<file path="src/tos_pkg.sv">
package tos_pkg;

    localparam logic [7:0] BYTE_IAC = 8'd255;
    localparam logic [7:0] BYTE_CR  = 8'd13;
    localparam logic [7:0] BYTE_LF  = 8'd10;
    localparam logic [7:0] BYTE_NUL = 8'd0;

    // most bytes one input byte can cause
    localparam int unsigned MAX_RESULTS = 3;

    // encoded bytes of one input byte and the slot of its final byte
    typedef struct packed {
        logic [MAX_RESULTS-1:0][7:0] bytes;
        logic [1:0]                  last_idx;
    } t_plan;

endpackage

</file>
<file path="src/tos_encoder.sv">
module tos_encoder (
    input  logic [7:0]    i_data_byte,
    input  logic          i_end_of_burst,
    input  logic          i_cr_pending,
    input  logic          i_binary_mode,
    output tos_pkg::t_plan o_plan,
    output logic          o_cr_pending
);

    logic       w_pad_first;
    logic       w_double;
    logic       w_cr_normal;
    logic       w_pad_after;
    logic [7:0] w_tail;

    // classify the byte against the pending cr and the mode
    assign w_pad_first = i_cr_pending && (i_data_byte != tos_pkg::BYTE_LF);
    assign w_double    = (i_data_byte == tos_pkg::BYTE_IAC);
    assign w_cr_normal = (i_data_byte == tos_pkg::BYTE_CR) && !i_binary_mode;
    assign w_pad_after = w_cr_normal && i_end_of_burst;
    assign w_tail      = w_double ? tos_pkg::BYTE_IAC : tos_pkg::BYTE_NUL;

    // a cr in normal mode without end of burst waits for the next byte
    assign o_cr_pending = w_cr_normal && !i_end_of_burst;

    // lay out the byte sequence: optional zero, the byte, optional tail
    always_comb begin
        o_plan.bytes[0]  = w_pad_first ? tos_pkg::BYTE_NUL : i_data_byte;
        o_plan.bytes[1]  = w_pad_first ? i_data_byte : w_tail;
        o_plan.bytes[2]  = w_tail;
        o_plan.last_idx  = {1'b0, w_pad_first} + {1'b0, (w_double || w_pad_after)};
    end

endmodule

</file>
<file path="src/tos_emitter.sv">
module tos_emitter (
    input  logic           i_clk,
    input  logic           i_rst_n,
    input  logic           i_load_valid,
    input  tos_pkg::t_plan i_load_plan,
    output logic           o_load_ready,
    output logic           o_m_tvalid,
    input  logic           i_m_tready,
    output logic [7:0]     o_m_tdata,
    output logic           o_m_tlast
);

    logic           r_valid;
    tos_pkg::t_plan r_plan;
    logic [1:0]     r_idx;
    logic           w_beat;
    logic           w_last;

    assign w_last       = (r_idx == r_plan.last_idx);
    assign w_beat       = r_valid && i_m_tready;
    assign o_load_ready = !r_valid || (w_beat && w_last);

    // present the current slot of the held plan
    assign o_m_tvalid = r_valid;
    assign o_m_tdata  = r_plan.bytes[r_idx];
    assign o_m_tlast  = w_last;

    // step through the plan, load the next one as the last byte leaves
    always_ff @(posedge i_clk) begin
        if (!i_rst_n) begin
            r_valid <= 1'b0;
            r_idx   <= 2'd0;
        end else if (o_load_ready) begin
            r_valid <= i_load_valid;
            r_idx   <= 2'd0;
            if (i_load_valid) begin
                r_plan <= i_load_plan;
            end
        end else if (w_beat) begin
            r_idx <= r_idx + 2'd1;
        end
    end

endmodule

</file>
<file path="src/telnet_output_byte_stuffer_top.sv">
// an accepted request is held in the input register, then in the emitter, before it leaves
// throughput: one input byte per cycle while the receiver is ready and each byte encodes to one output byte
// a byte that is doubled or padded holds the output until each of its encoded bytes has left
// the rate is set by the single output port of the emitter stage
// reset (synchronous, active low) clears the pending cr, binary mode and both stages
module telnet_output_byte_stuffer_top (
    input  logic       i_clk,
    input  logic       i_rst_n,
    input  logic       i_s_tvalid,
    output logic       o_s_tready,
    input  logic [7:0] i_s_tdata,   // [7:0] data_byte
    input  logic       i_s_tlast,   // end_of_burst
    output logic       o_m_tvalid,
    input  logic       i_m_tready,
    output logic [7:0] o_m_tdata,   // [7:0] out_byte
    output logic       o_m_tlast,   // last_of_run
    input  logic       i_cfg_valid,
    output logic       o_cfg_ready,
    input  logic       i_cfg_data   // binary_mode
);

    logic           r_binary_mode;
    logic           r_cr_pending;
    logic           r_s1_valid;
    tos_pkg::t_plan r_s1_plan;
    tos_pkg::t_plan w_plan;
    logic           w_next_pending;
    logic           w_s1_take;
    logic           w_accept;

    // configuration register, always ready
    assign o_cfg_ready = 1'b1;

    always_ff @(posedge i_clk) begin
        if (!i_rst_n) begin
            r_binary_mode <= 1'b0;
        end else if (i_cfg_valid) begin
            r_binary_mode <= i_cfg_data;
        end
    end

    // encode the incoming byte against the pending cr
    tos_encoder u_encoder (
        .i_data_byte    (i_s_tdata),
        .i_end_of_burst (i_s_tlast),
        .i_cr_pending   (r_cr_pending),
        .i_binary_mode  (r_binary_mode),
        .o_plan         (w_plan),
        .o_cr_pending   (w_next_pending)
    );

    assign o_s_tready = !r_s1_valid || w_s1_take;
    assign w_accept   = i_s_tvalid && o_s_tready;

    // input register holding one encoded request
    always_ff @(posedge i_clk) begin
        if (!i_rst_n) begin
            r_s1_valid   <= 1'b0;
            r_cr_pending <= 1'b0;
        end else if (w_accept) begin
            r_s1_valid   <= 1'b1;
            r_s1_plan    <= w_plan;
            r_cr_pending <= w_next_pending;
        end else if (w_s1_take) begin
            r_s1_valid <= 1'b0;
        end
    end

    // result stage sending the encoded bytes one per cycle while the receiver is ready
    tos_emitter u_emitter (
        .i_clk        (i_clk),
        .i_rst_n      (i_rst_n),
        .i_load_valid (r_s1_valid),
        .i_load_plan  (r_s1_plan),
        .o_load_ready (w_s1_take),
        .o_m_tvalid   (o_m_tvalid),
        .i_m_tready   (i_m_tready),
        .o_m_tdata    (o_m_tdata),
        .o_m_tlast    (o_m_tlast)
    );

endmodule

</file>
<file path="config.mk">
export PLATFORM = sky130hd
export DESIGN_NAME = telnet_output_byte_stuffer_top
export DESIGN_NICKNAME = d
export VERILOG_FILES = /design/src/tos_pkg.sv /design/src/tos_encoder.sv /design/src/tos_emitter.sv /design/src/telnet_output_byte_stuffer_top.sv
export SDC_FILE = /design/constraint.sdc
export NUM_CORES = 1
export LEC_CHECK = 0
export ABC_AREA = 1
export BUFFER_PORTS_ARGS = -buffer_cell sky130_fd_sc_hd__buf_2
export CORE_MARGIN = 4
export CORE_UTILIZATION = 23
export DETAILED_ROUTE_END_ITERATION = 6
export SYNTH_ARGS = -nofsm -noshare
export SYNTH_HDL_FRONTEND = slang
export SYNTH_SLANG_ARGS = --single-unit
</file>
<file path="constraint.sdc">
create_clock -name i_clk -period 2.9 [get_ports i_clk]
set_input_delay 0.29 -clock i_clk [delete_from_list [all_inputs] [get_ports i_clk]]
set_output_delay 0.29 -clock i_clk [all_outputs]
set_load 0.05 [all_outputs]
</file>
== Word level (Yosys, flattened, before mapping) ==
Index checks and enable logic that the tools add are counted.

* Register bits: 58
* Input port bits: 15
* Word-level logic and storage cells: 45

* Add/subtract/negate cells: 2
* $lt $le $gt $ge: 1
* Eq/ne operators: 4
* Mux-type cells: 6
* Bitwise operators: 1
* Reduce and logical (&&, ||, !) cells: 18

{| class="wikitable"
|+ Operators with widths
! cell !! count
|-
| 8-bit 2-to-1 mux || 3
|-
| 8-bit binary-select mux with 2-bit select || 1
|-
| 8-bit by 4-bit equality test with 1-bit output (second input constant) || 1
|-
| 8-bit equality test (second input constant) || 1
|-
| 8-bit by 4-bit != test with 1-bit output (second input constant) || 1
|-
| 1-bit logical AND || 7
|-
| 1-bit logical NOT || 4
|-
| 1-bit logical OR || 3
|-
| 2-bit by 3-bit < comparator with 1-bit output (second input constant) || 1
|-
| 3-bit AND reduction || 1
|-
| 1-bit by 1-bit adder with 2-bit output || 1
|-
| 2-bit by 1-bit adder with 2-bit output (second input constant) || 1
|-
| 2-bit equality test || 1
|-
| 1-bit 2-to-1 mux || 2
|-
| 2-bit AND reduction || 1
|-
| 2-bit nonzero test || 1
|-
| 2-bit OR reduction || 1
|-
| 1-bit NOT || 1
|}

== Longest topological paths before layout ==
Gate-level depths: netlist (run 1).

* Word-level depth: 6
* Gate-level depth with buffers: 8
* Gate-level depth less buffers: 8

== Modules after synthesis ==
From an unflattened synthesis (run 1), not the netlist that was laid out.

* Cells, all modules: 205
* Area total of the unflattened synthesis: 2513.7 um2

{| class="wikitable"
|+ By module, submodules not included
! module !! times used !! cells each !! area an instance (um2)
|-
| tos_emitter || 1 || 90 || 1183.6
|-
| telnet_output_byte_stuffer_top || 1 || 45 || 925.9
|-
| tos_encoder || 1 || 70 || 404.1
|}

== Worst setup path after synthesis (run 1) ==
No wires, ideal clock.

* Kind: reg2reg
* Start point: register u_emitter.r_plan[0] (netlist name)
* End point: register u_emitter.r_plan[0] (netlist name), enable pin
* Setup time: 0.419 ns
* Data arrival time: 2.137 ns
* Slack: 0.344 ns
* Stages on the path, launching flop included: 6
* Buffers on the path: 0
* Clock period less this slack: 2.556 ns
* Cells stage by stage: edfxtp_1 > xnor2_1 > nand3_2 > nand2_1 > inv_1 > nor3_1

* Word-level cells in the longest chain between the ends: 4

{| class="wikitable"
|+ RTL lines
! element !! RTL line !! text
|-
| start: declaration || tos_emitter.sv:14 || <nowiki>tos_pkg::t_plan r_plan;</nowiki>
|-
| start signal: assignment || tos_emitter.sv:37 || <nowiki>r_plan <= i_load_plan;</nowiki>
|-
| 2-bit equality test || tos_emitter.sv:19 || <nowiki>assign w_last = (r_idx == r_plan.last_idx);</nowiki>
|-
| 1-bit logical AND || tos_emitter.sv:21 || <nowiki>assign o_load_ready = !r_valid || (w_beat && w_last);</nowiki>
|-
| 1-bit logical OR || tos_emitter.sv:21 ||
|-
| 3-bit AND reduction (no line) || -- ||
|}

No other way between the ends.
A chain may end at the register's enable or synchronous reset.

== Final worst setup path (run 1) ==
* Start point: register u_emitter.r_idx[0]
* End point: output port o_m_tdata[5]

* Word-level cells in the longest chain between the ends: 2

{| class="wikitable"
|+ RTL lines
! element !! RTL line !! text
|-
| start: declaration || tos_emitter.sv:15 || <nowiki>logic [1:0] r_idx;</nowiki>
|-
| start signal: assignment || tos_emitter.sv:40 || <nowiki>r_idx <= r_idx + 2'd1;</nowiki>
|-
| 8-bit binary-select mux with 2-bit select || tos_emitter.sv:25 || <nowiki>assign o_m_tdata = r_plan.bytes[r_idx];</nowiki>
|-
| 8-bit 2-to-1 mux (implied by the code) || tos_emitter.sv:25 ||
|-
| end: declaration || telnet_output_byte_stuffer_top.sv:15 || <nowiki>output logic [7:0] o_m_tdata,</nowiki>
|}

No other way between the ends. The select of a mux whose other input is x is not followed.

==> flow_summary.json, run 1 <==
{
  "outcome": "complete, no violations",
  "tns_ns": 0,
  "arrival_ns": 1.81,
  "numCtsBuffers": 5,
  "antenna_found_initial": 0,
  "yosys.area.top_type": "edfxtp_1",
  "fin_ws_ns": 0.800,
  "slowest_stage": "dfxtp_1",
  "grt_pass1_vias": 1067,
  "path_max_fanout": 12,
  "hold_buffers": 0,
  "htreeDepth": 2,
  "fillerInstances": 800,
  "report.final.slew_viol_count": 0,
  "cp-start-kind": "flip-flop",
  "die_w_um": 95.9,
  "overflow": 0,
  "syn_to_final_growth_pct": 20.5,
  "synthesis.instances": 153,
  "drive_gt1_share_pct": 22.0,
  "fmaxAchievable_mhz": 476,
  "fin_crit_ns": 2.10,
  "postCtsSetupBuffers": 0,
  "wl_per_cell_um": 10.8,
  "grt_max_degree": 20,
  "drv_cap": 0,
  "diodes": 0,
  "groute.usage.overall_pct": 7.39,
  "setup_viol": 0,
  "rows": 31,
  "io_buffers": 25,
  "post-route-period-util_pct": 72.4,
  "drc": 0,
  "crit_type": "reg -> out",
  "ys_seq_area_share_pct": 70.9,
  "yosysWarnings": 0,
  "dp_hpwl_um": 2420,
  "synth_cell_type_count": 22,
  "clock_skew_ns": 0.00532,
  "fp.dieH_um": 95.9,
  "root_buffer": "clkbuf_8",
  "syn_area_um2": 1780,
  "p_leak_nw": 0.852,
  "dr.pass1.iters": 4,
  "vias": 1100,
  "total_power_mw": 1.25,
  "clock_sinks": 44,
  "core-area_um2": 7370,
  "critPathMaxStageDelay_ns": 0.53,
  "wirelength_um": 3070,
  "drtIter0Drc": 70,
  "final-hold-violation-count": 0,
  "end_kind": "output port",
  "clock_latency_ns": 0.29,
  "synth.top_cell.area_share_pct": 64.2,
  "rsz0062_at_grt": "no",
  "hold_class": "in -> reg",
  "dieArea_um2": 9200,
  "synthTopCellsByArea": "edfxtp_1 (64%), dfxtp_1 (6.8%), o21ai_0 (6.8%)",
  "gp_congestion": 0.761,
  "ys_seq_elements": 44,
  "initial_utilization_pct": 24.1,
  "nets": 201,
  "syn-num-nets": 169,
  "num_io_pins": 27,
  "postRouteAntennaNets": 0,
  "grt_pass1_wl_um": 5090,
  "drt-vias-per-instance": 3.86,
  "peakVddDrop_mv": 0.174,
  "ctsResizeCount": 0,
  "crit_chain": "clkinv_1, nand3_1, o21ai_0, buf_2",
  "synth.avg_cell_area_um2": 11.6,
  "required_ns": 2.61,
  "cellPowerDensity_nw_per_um2": 586,
  "dp_slack_ns": 1.04,
  "tritoncts": "yes",
  "cts.reportedPaths.clkPinSlew_ns": 0.08,
  "max-clock-path-buffers": 2
}
[Yosys cell counts, drive strengths merged]
| cell type | count |
|---|---|
| a21oi | 5 |
| buf | 2 |
| clkinv | 1 |
| conb | 1 |
| dfxtp | 6 |
| edfxtp | 38 |
| ha | 1 |
| inv | 20 |
| nand2 | 17 |
| nand3 | 8 |
| nand4 | 2 |
| nor2 | 23 |
| nor3 | 2 |
| nor4 | 1 |
| o21ai | 24 |
| o41ai | 1 |
| xnor2 | 1 |
[where the power goes]
part / total, mW / internal, mW / switching (mW)
combinational: 0.0907 / 0.0251 / 0.0656
sequential: 0.722 / 0.712 / 0.00927
clock: 0.442 / 0.255 / 0.187
total: 1.25 / 0.993 / 0.261
[registers in the layout, summed over array words and instances (netlist names)]
| register | flops |
|---|---|
| r_binary_mode | 1 |
| u_emitter.o_m_tvalid | 1 |
| r_cr_pending | 1 |
| u_emitter.r_idx | 2 |
| u_emitter.r_plan | 19 |
| r_s1_valid | 1 |
| r_s1_plan | 19 |
[cell usage in the layout, fill, tap and decap left out, types with 2 or more instances in the layout]
master / n
dfxtp_1: 6
buf_2: 25
edfxtp_1: 38
nand2_1: 15
nand3_1: 6
nand4_1: 2
nand2_4: 2
inv_1: 18
clkbuf_8: 5
a21oi_1: 5
nand3_2: 2
buf_4: 2
o21ai_0: 24
nor2_1: 23
[worst max-delay path, delay by kind of cell (launching register included)]
kind	cells	cell delay [ns]
buf+inv	2	0.56
flops	1	0.53
simple gates	1	0.30
compound gates	1	0.13
[metal layers]
metal / track usage (%) / up-vias / routed length [µm]
met5: 0 / - / 0
met1: 9.36 / 482 / 1450
met4: 3.91 / 0 / 68
li1: - / 588 / -
met3: 2.50 / 5 / 175
met2: 11.1 / 25 / 1380
[path summary, 6_finish.rpt]
path | depth (start not counted) | to | start | slack [ns]
max | 4 | o_m_tdata[5] | u_emitter.r_idx[0] | 0.80
min | 3 | r_binary_mode | i_cfg_data | 0.23
max reg2reg | 6 | u_emitter.r_plan[10] | u_emitter.r_idx[0] | 1.19
min reg2reg | 0 | u_emitter.r_plan[2] | r_s1_plan[2] | 0.43
[layout make-up]
cell class	instances	area [µm²]	area share (%)
timing repair buffer	27	140	6.54
clock buffer	6	72.6	3.39
multi-input combinational	86	428	20.0
sequential	44	1260	58.9
tap	99	124	5.78
clock inverter	2	35.0	1.64
inverter	21	81.3	3.80
[through the flow]
step | cells | area, µm² | util, % | hold slack, ns
6_report | 285 | 2140 | 29.1 | 0.234
5_1_grt | 285 | 2140 | 29.1 | 0.234
4_1_cts | 285 | 2140 | 29.1 | 0.225
3_5_place_dp | 277 | 2030 | 27.6 | 0.408
3_3_place_gp | 277 | 2030 | 27.6 | 0.407
2_1_floorplan | 153 | 1780 | - | 0.400
[logic make-up (layout without fill, tap and decap cells)]
group,count (synthesis),after routing,synth area share [%]
AND/OR/NAND/NOR,53,53,13.7
flip-flops,44,44,70.9
AO/OA/AOI/OAI,30,30,8.66
buffers and inverters,23,56,5.28
adder cells (fa/ha/maj),1,1,0.704
other,1,1,0.211
XOR/XNOR,1,1,0.493
No activity file was read; power rests on OpenSTA's default activity.
==> run 2, diff against run 1 <==
clock period = 2 ns   (was 2.9 ns; I/O delays follow)
==> run 2 against run 1 <==
Count of clock-buffer cells in the layout unchanged. Clock skew decreased by 0.0015 ns. Largest cell class unchanged. Highest routed layer unchanged. Die area unchanged. First-iteration DRC count is 44% lower. Via count is 0.73% higher. Combinational power is 54% higher. Total power is 36% higher. Cell area rose by 0.88%. Routed wire length fell by 1.0%. Worst hold slack worse by 0.094 ns.
==> flow_summary.json, run 2 (synthesis gave the netlist of run 1 again) <==
{
  "numCtsBuffers": 5,
  "io_buffers": 25,
  "dp_hpwl_um": 2360,
  "postCtsSetupBuffers": 0,
  "gp_congestion": 0.755,
  "cellPowerDensity_nw_per_um2": 787,
  "fmaxAchievable_mhz": 581,
  "report.final.slew_viol_count": 0,
  "mostFrequentLayoutCell": "edfxtp_1",
  "stdcell_count": 287,
  "path_max_fanout": 8,
  "grt_pass1_wl_um": 5290,
  "drv_cap": 0,
  "hold_class": "in -> reg",
  "fin_crit_ns": 1.72,
  "drive_gt1_share_pct": 22.9,
  "syn_to_final_growth_pct": 21.5,
  "postRouteAntennaNets": 0,
  "outcome": "complete, no violations",
  "vias": 1108,
  "holdWs_ns": 0.140,
  "drt-vias-per-instance": 3.86,
  "core-area_um2": 7370,
  "arrival_ns": 1.52,
  "layout_common_cells": "edfxtp_1 (38), buf_2 (25), o21ai_0 (24)",
  "nets": 203,
  "ctsResizeCount": 0,
  "setup_viol": 0,
  "total_power_mw": 1.70,
  "max-clock-path-buffers": 2,
  "num_io_pins": 27,
  "grt_max_degree": 20,
  "root_buffer": "clkbuf_8",
  "fillerInstances": 782,
  "final-hold-violation-count": 0,
  "drtIter0Drc": 39,
  "post-route-period-util_pct": 86.0,
  "clock_skew_ns": 0.00382,
  "largestRegisters": "r_s1_plan (19), u_emitter.r_plan (19), u_emitter.r_idx (2)",
  "dr.pass1.iters": 4,
  "drc": 0,
  "peakVddDrop_mv": 0.317,
  "grt_pass1_vias": 1096,
  "dieArea_um2": 9200,
  "hp-start": "i_cfg_data",
  "cp-start-kind": "flip-flop",
  "holdPathStages": 3,
  "clock_latency_ns": 0.28,
  "required_ns": 1.80,
  "hold_buffers": 0,
  "place_inst": 279,
  "rsz0062_at_grt": "no",
  "r2r_setup_slack_ns": 0.45,
  "r2r-start": "u_emitter.r_plan[0]",
  "initial_utilization_pct": 24.1,
  "overflow": 0,
  "groute.usage.overall_pct": 7.57,
  "die_w_um": 95.9,
  "hold_path_end": "r_binary_mode",
  "cts.reportedPaths.clkPinSlew_ns": 0.07,
  "htreeDepth": 2,
  "wl_per_cell_um": 10.6,
  "diodes": 0,
  "wirelength_um": 3040,
  "tritoncts": "yes",
  "p_leak_nw": 0.852,
  "tns_ns": 0,
  "r2r-end": "u_emitter.r_plan[3]",
  "crit_type": "reg -> out",
  "seqCellArea_um2": 1260,
  "end_kind": "output port",
  "antenna_found_initial": 0,
  "fp.dieH_um": 95.9,
  "reg2reg_depth": 6,
  "multi_input_area_um2": 430,
  "rows": 31,
  "clock_sinks": 44
}
## run 2: worst max path at each step
stage	startpoint	to	cells past startpoint
finish	u_emitter.r_idx[0]	o_m_tdata[7]	4
global placement	u_emitter.r_idx[1]	u_emitter.r_plan[8]	8
global route	u_emitter.r_idx[0]	o_m_tdata[1]	4
detailed placement	u_emitter.r_plan[0]	u_emitter.r_plan[9]	6
CTS	u_emitter.r_idx[0]	o_m_tdata[7]	4
floorplan	u_emitter.r_plan[0]	r_s1_plan[0]	5
## run 2: critical path: stages (launching register included)
cell      delay (ns)
dfxtp_1         0.42
clkinv_1        0.20
nand3_1         0.24
o21ai_0         0.15
buf_2           0.23
## run 2: metal layers
| layer | GRT usage [%] | wire, µm |
|---|---|---|
| met1 | 9.72 | 1490 |
| met4 | 3.55 | 59 |
| met5 | 0 | 0 |
| met2 | 11.5 | 1320 |
| met3 | 2.42 | 170 |
## run 2: area by class of cell
class / count / share of cell area, %
flip-flops and latches: 44 / 58.4
inverters: 21 / 3.76
clock inverters: 2 / 0.521
clock buffers: 6 / 3.36
repair buffers: 29 / 8.34
multi-input cells: 86 / 19.9
well taps: 99 / 5.73
## run 2: per-stage QoR
stage | util (%) | instance area (µm²) | setup WS [ns]
finish | 29.3 | 2160 | 0.280
detailed placement | 28.2 | 2080 | 0.441
CTS | 29.3 | 2160 | 0.226
global route | 29.3 | 2160 | 0.108
global placement | 28.2 | 2080 | 0.489
floorplan | - | 1790 | 0.0260
## run 2: power breakdown
group          internal (mW)  switching, mW
clock                  0.242          0.273
sequential              1.03         0.0128
combinational         0.0424         0.0975
==> run 3, diff against run 2 <==
clock period = 2.2 ns   (was 2 ns; I/O delays follow)
==> run 3 against run 2 <==
Die area is the same. Final cell count shrank 0.35%. Sequential share of layout area grew 0.27 points. Count of clock-buffer cells in the layout shrank 1. Clock skew shrank 0.0013 ns. Critical path depth is the same. Worst hold slack gained 0.020 ns. Largest cell class unchanged. Largest power group unchanged.
==> flow_summary.json, run 3 (synthesis gave the netlist of run 1 again) <==
{
  "arrival_ns": 1.64,
  "rows": 31,
  "outcome": "complete, no violations",
  "postRouteAntennaNets": 0,
  "crit_chain": "clkinv_1, nand3_1, o21ai_0, buf_2",
  "num_io_pins": 27,
  "layout_common_cells": "edfxtp_1 (38), buf_2 (25), o21ai_0 (24)",
  "fin_ws_ns": 0.335,
  "drtIter0Drc": 69,
  "clock_sinks": 44,
  "grt_pass1_vias": 1105,
  "required_ns": 1.98,
  "tritoncts": "yes",
  "clock_latency_ns": 0.29,
  "final-hold-violation-count": 0,
  "groute.usage.overall_pct": 7.25,
  "cellPowerDensity_nw_per_um2": 766,
  "rsz0062_at_grt": "no",
  "grt_pass1_wl_um": 5080,
  "p_leak_nw": 0.855,
  "dp_hpwl_um": 2280,
  "intPower_mw": 1.30,
  "hold_class": "in -> reg",
  "vias": 1093,
  "antenna_found_initial": 0,
  "postCtsSetupBuffers": 0,
  "die_w_um": 95.9,
  "combPwrFrac_pct": 7.4,
  "fmaxAchievable_mhz": 536,
  "grt_max_degree": 20,
  "path_max_fanout": 10,
  "crit_type": "reg -> out",
  "largestRegisters": "r_s1_plan (19), u_emitter.r_plan (19), u_emitter.r_idx (2)",
  "max-clock-path-buffers": 2,
  "report.final.slew_viol_count": 0,
  "mostFrequentLayoutCell": "edfxtp_1",
  "wirelength_um": 2980,
  "setup_viol": 0,
  "critical_path_buf_inv_count": 2,
  "hold_buffers": 0,
  "root_buffer": "clkbuf_8",
  "dp_slack_ns": 0.599,
  "diodes": 0,
  "tns_ns": 0,
  "peakVddDrop_mv": 0.255,
  "dr.pass1.iters": 4,
  "cts.reportedPaths.clkPinSlew_ns": 0.07,
  "drv_cap": 0,
  "power.share.clock_pct": 35.0,
  "drt-vias-per-instance": 3.82,
  "drive_gt1_share_pct": 22.5,
  "end_kind": "output port",
  "dieArea_um2": 9200,
  "ctsResizeCount": 0,
  "fillerInstances": 788,
  "wl_per_cell_um": 10.4,
  "nets": 202,
  "syn_to_final_growth_pct": 21.0,
  "critPathTopFamily": "buffers and inverters",
  "clock_skew_ns": 0.00257,
  "io_buffers": 25,
  "initial_utilization_pct": 24.1,
  "slowest_stage": "dfxtp_1",
  "critPathMaxStageDelay_ns": 0.42,
  "stdcell_area_um2": 2150,
  "seq_power_share_pct": 57.7,
  "core-area_um2": 7370,
  "sw_frac_of_total_pct": 20.9,
  "gp_congestion": 0.768,
  "post-route-period-util_pct": 84.8,
  "fp.dieH_um": 95.9,
  "overflow": 0,
  "placed_area_um2": 2040,
  "drc": 0,
  "power_switching_uw": 344,
  "fin_crit_ns": 1.86,
  "cp-start-kind": "flip-flop",
  "htreeDepth": 2,
  "numCtsBuffers": 5
}
[run 3: path summary, 6_finish.rpt]
kind | startpoint | endpoint | slack (ns) | cells after the start
max | u_emitter.r_idx[0] | o_m_tdata[2] | 0.34 | 4
min | i_cfg_data | r_binary_mode | 0.16 | 3
max reg2reg | u_emitter.r_idx[1] | u_emitter.r_plan[8] | 0.62 | 8
min reg2reg | r_s1_plan[4] | u_emitter.r_plan[4] | 0.42 | 0
[run 3: routing by layer]
metal	share of wire (%)	vias up	global-route usage (%)	wire, µm
met2	45	24	10.7	1330
li1	-	590	-	-
met5	0	-	0	0
met4	2.1	0	3.55	61
met3	3.7	5	2.19	110
met1	50	474	9.62	1470
[run 3: final cells by class]
type / instances / area, µm² / share of cell area [%]
sequential: 44 / 1260 / 58.6
multi-input combinational: 86 / 430 / 20.0
timing repair buffer: 28 / 148 / 6.86
tap: 99 / 124 / 5.76
inverter: 21 / 81.3 / 3.78
clock buffer: 5 / 68.8 / 3.20
clock inverter: 3 / 37.5 / 1.75
[run 3: metrics by stage]
| stage | total power, mW | utilization, % | hold WS, ns | instances |
|---|---|---|---|---|
| after floorplan | 1.05 | - | 0.341 | 153 |
| after global placement | 1.09 | 27.7 | 0.404 | 278 |
| after detailed placement | 1.09 | 27.7 | 0.405 | 278 |
| after CTS | 1.67 | 29.2 | 0.146 | 286 |
| after global routing | 1.72 | 29.2 | 0.190 | 286 |
| final | 1.65 | 29.2 | 0.160 | 286 |
[run 3: worst min-delay path: stages]
cell	delay, ns
buf_2	0.08
a21oi_1	0.05
nor2_1	0.07
[run 3: power by group through the flow]
stage                     Clock [mW]  Sequential (mW)  Combinational, mW
after floorplan                    0            0.971             0.0788
after global placement             0            0.969              0.121
after detailed placement           0            0.969              0.123
after CTS                      0.601            0.950              0.123
after global routing           0.634            0.953              0.137
final                          0.576            0.950              0.121
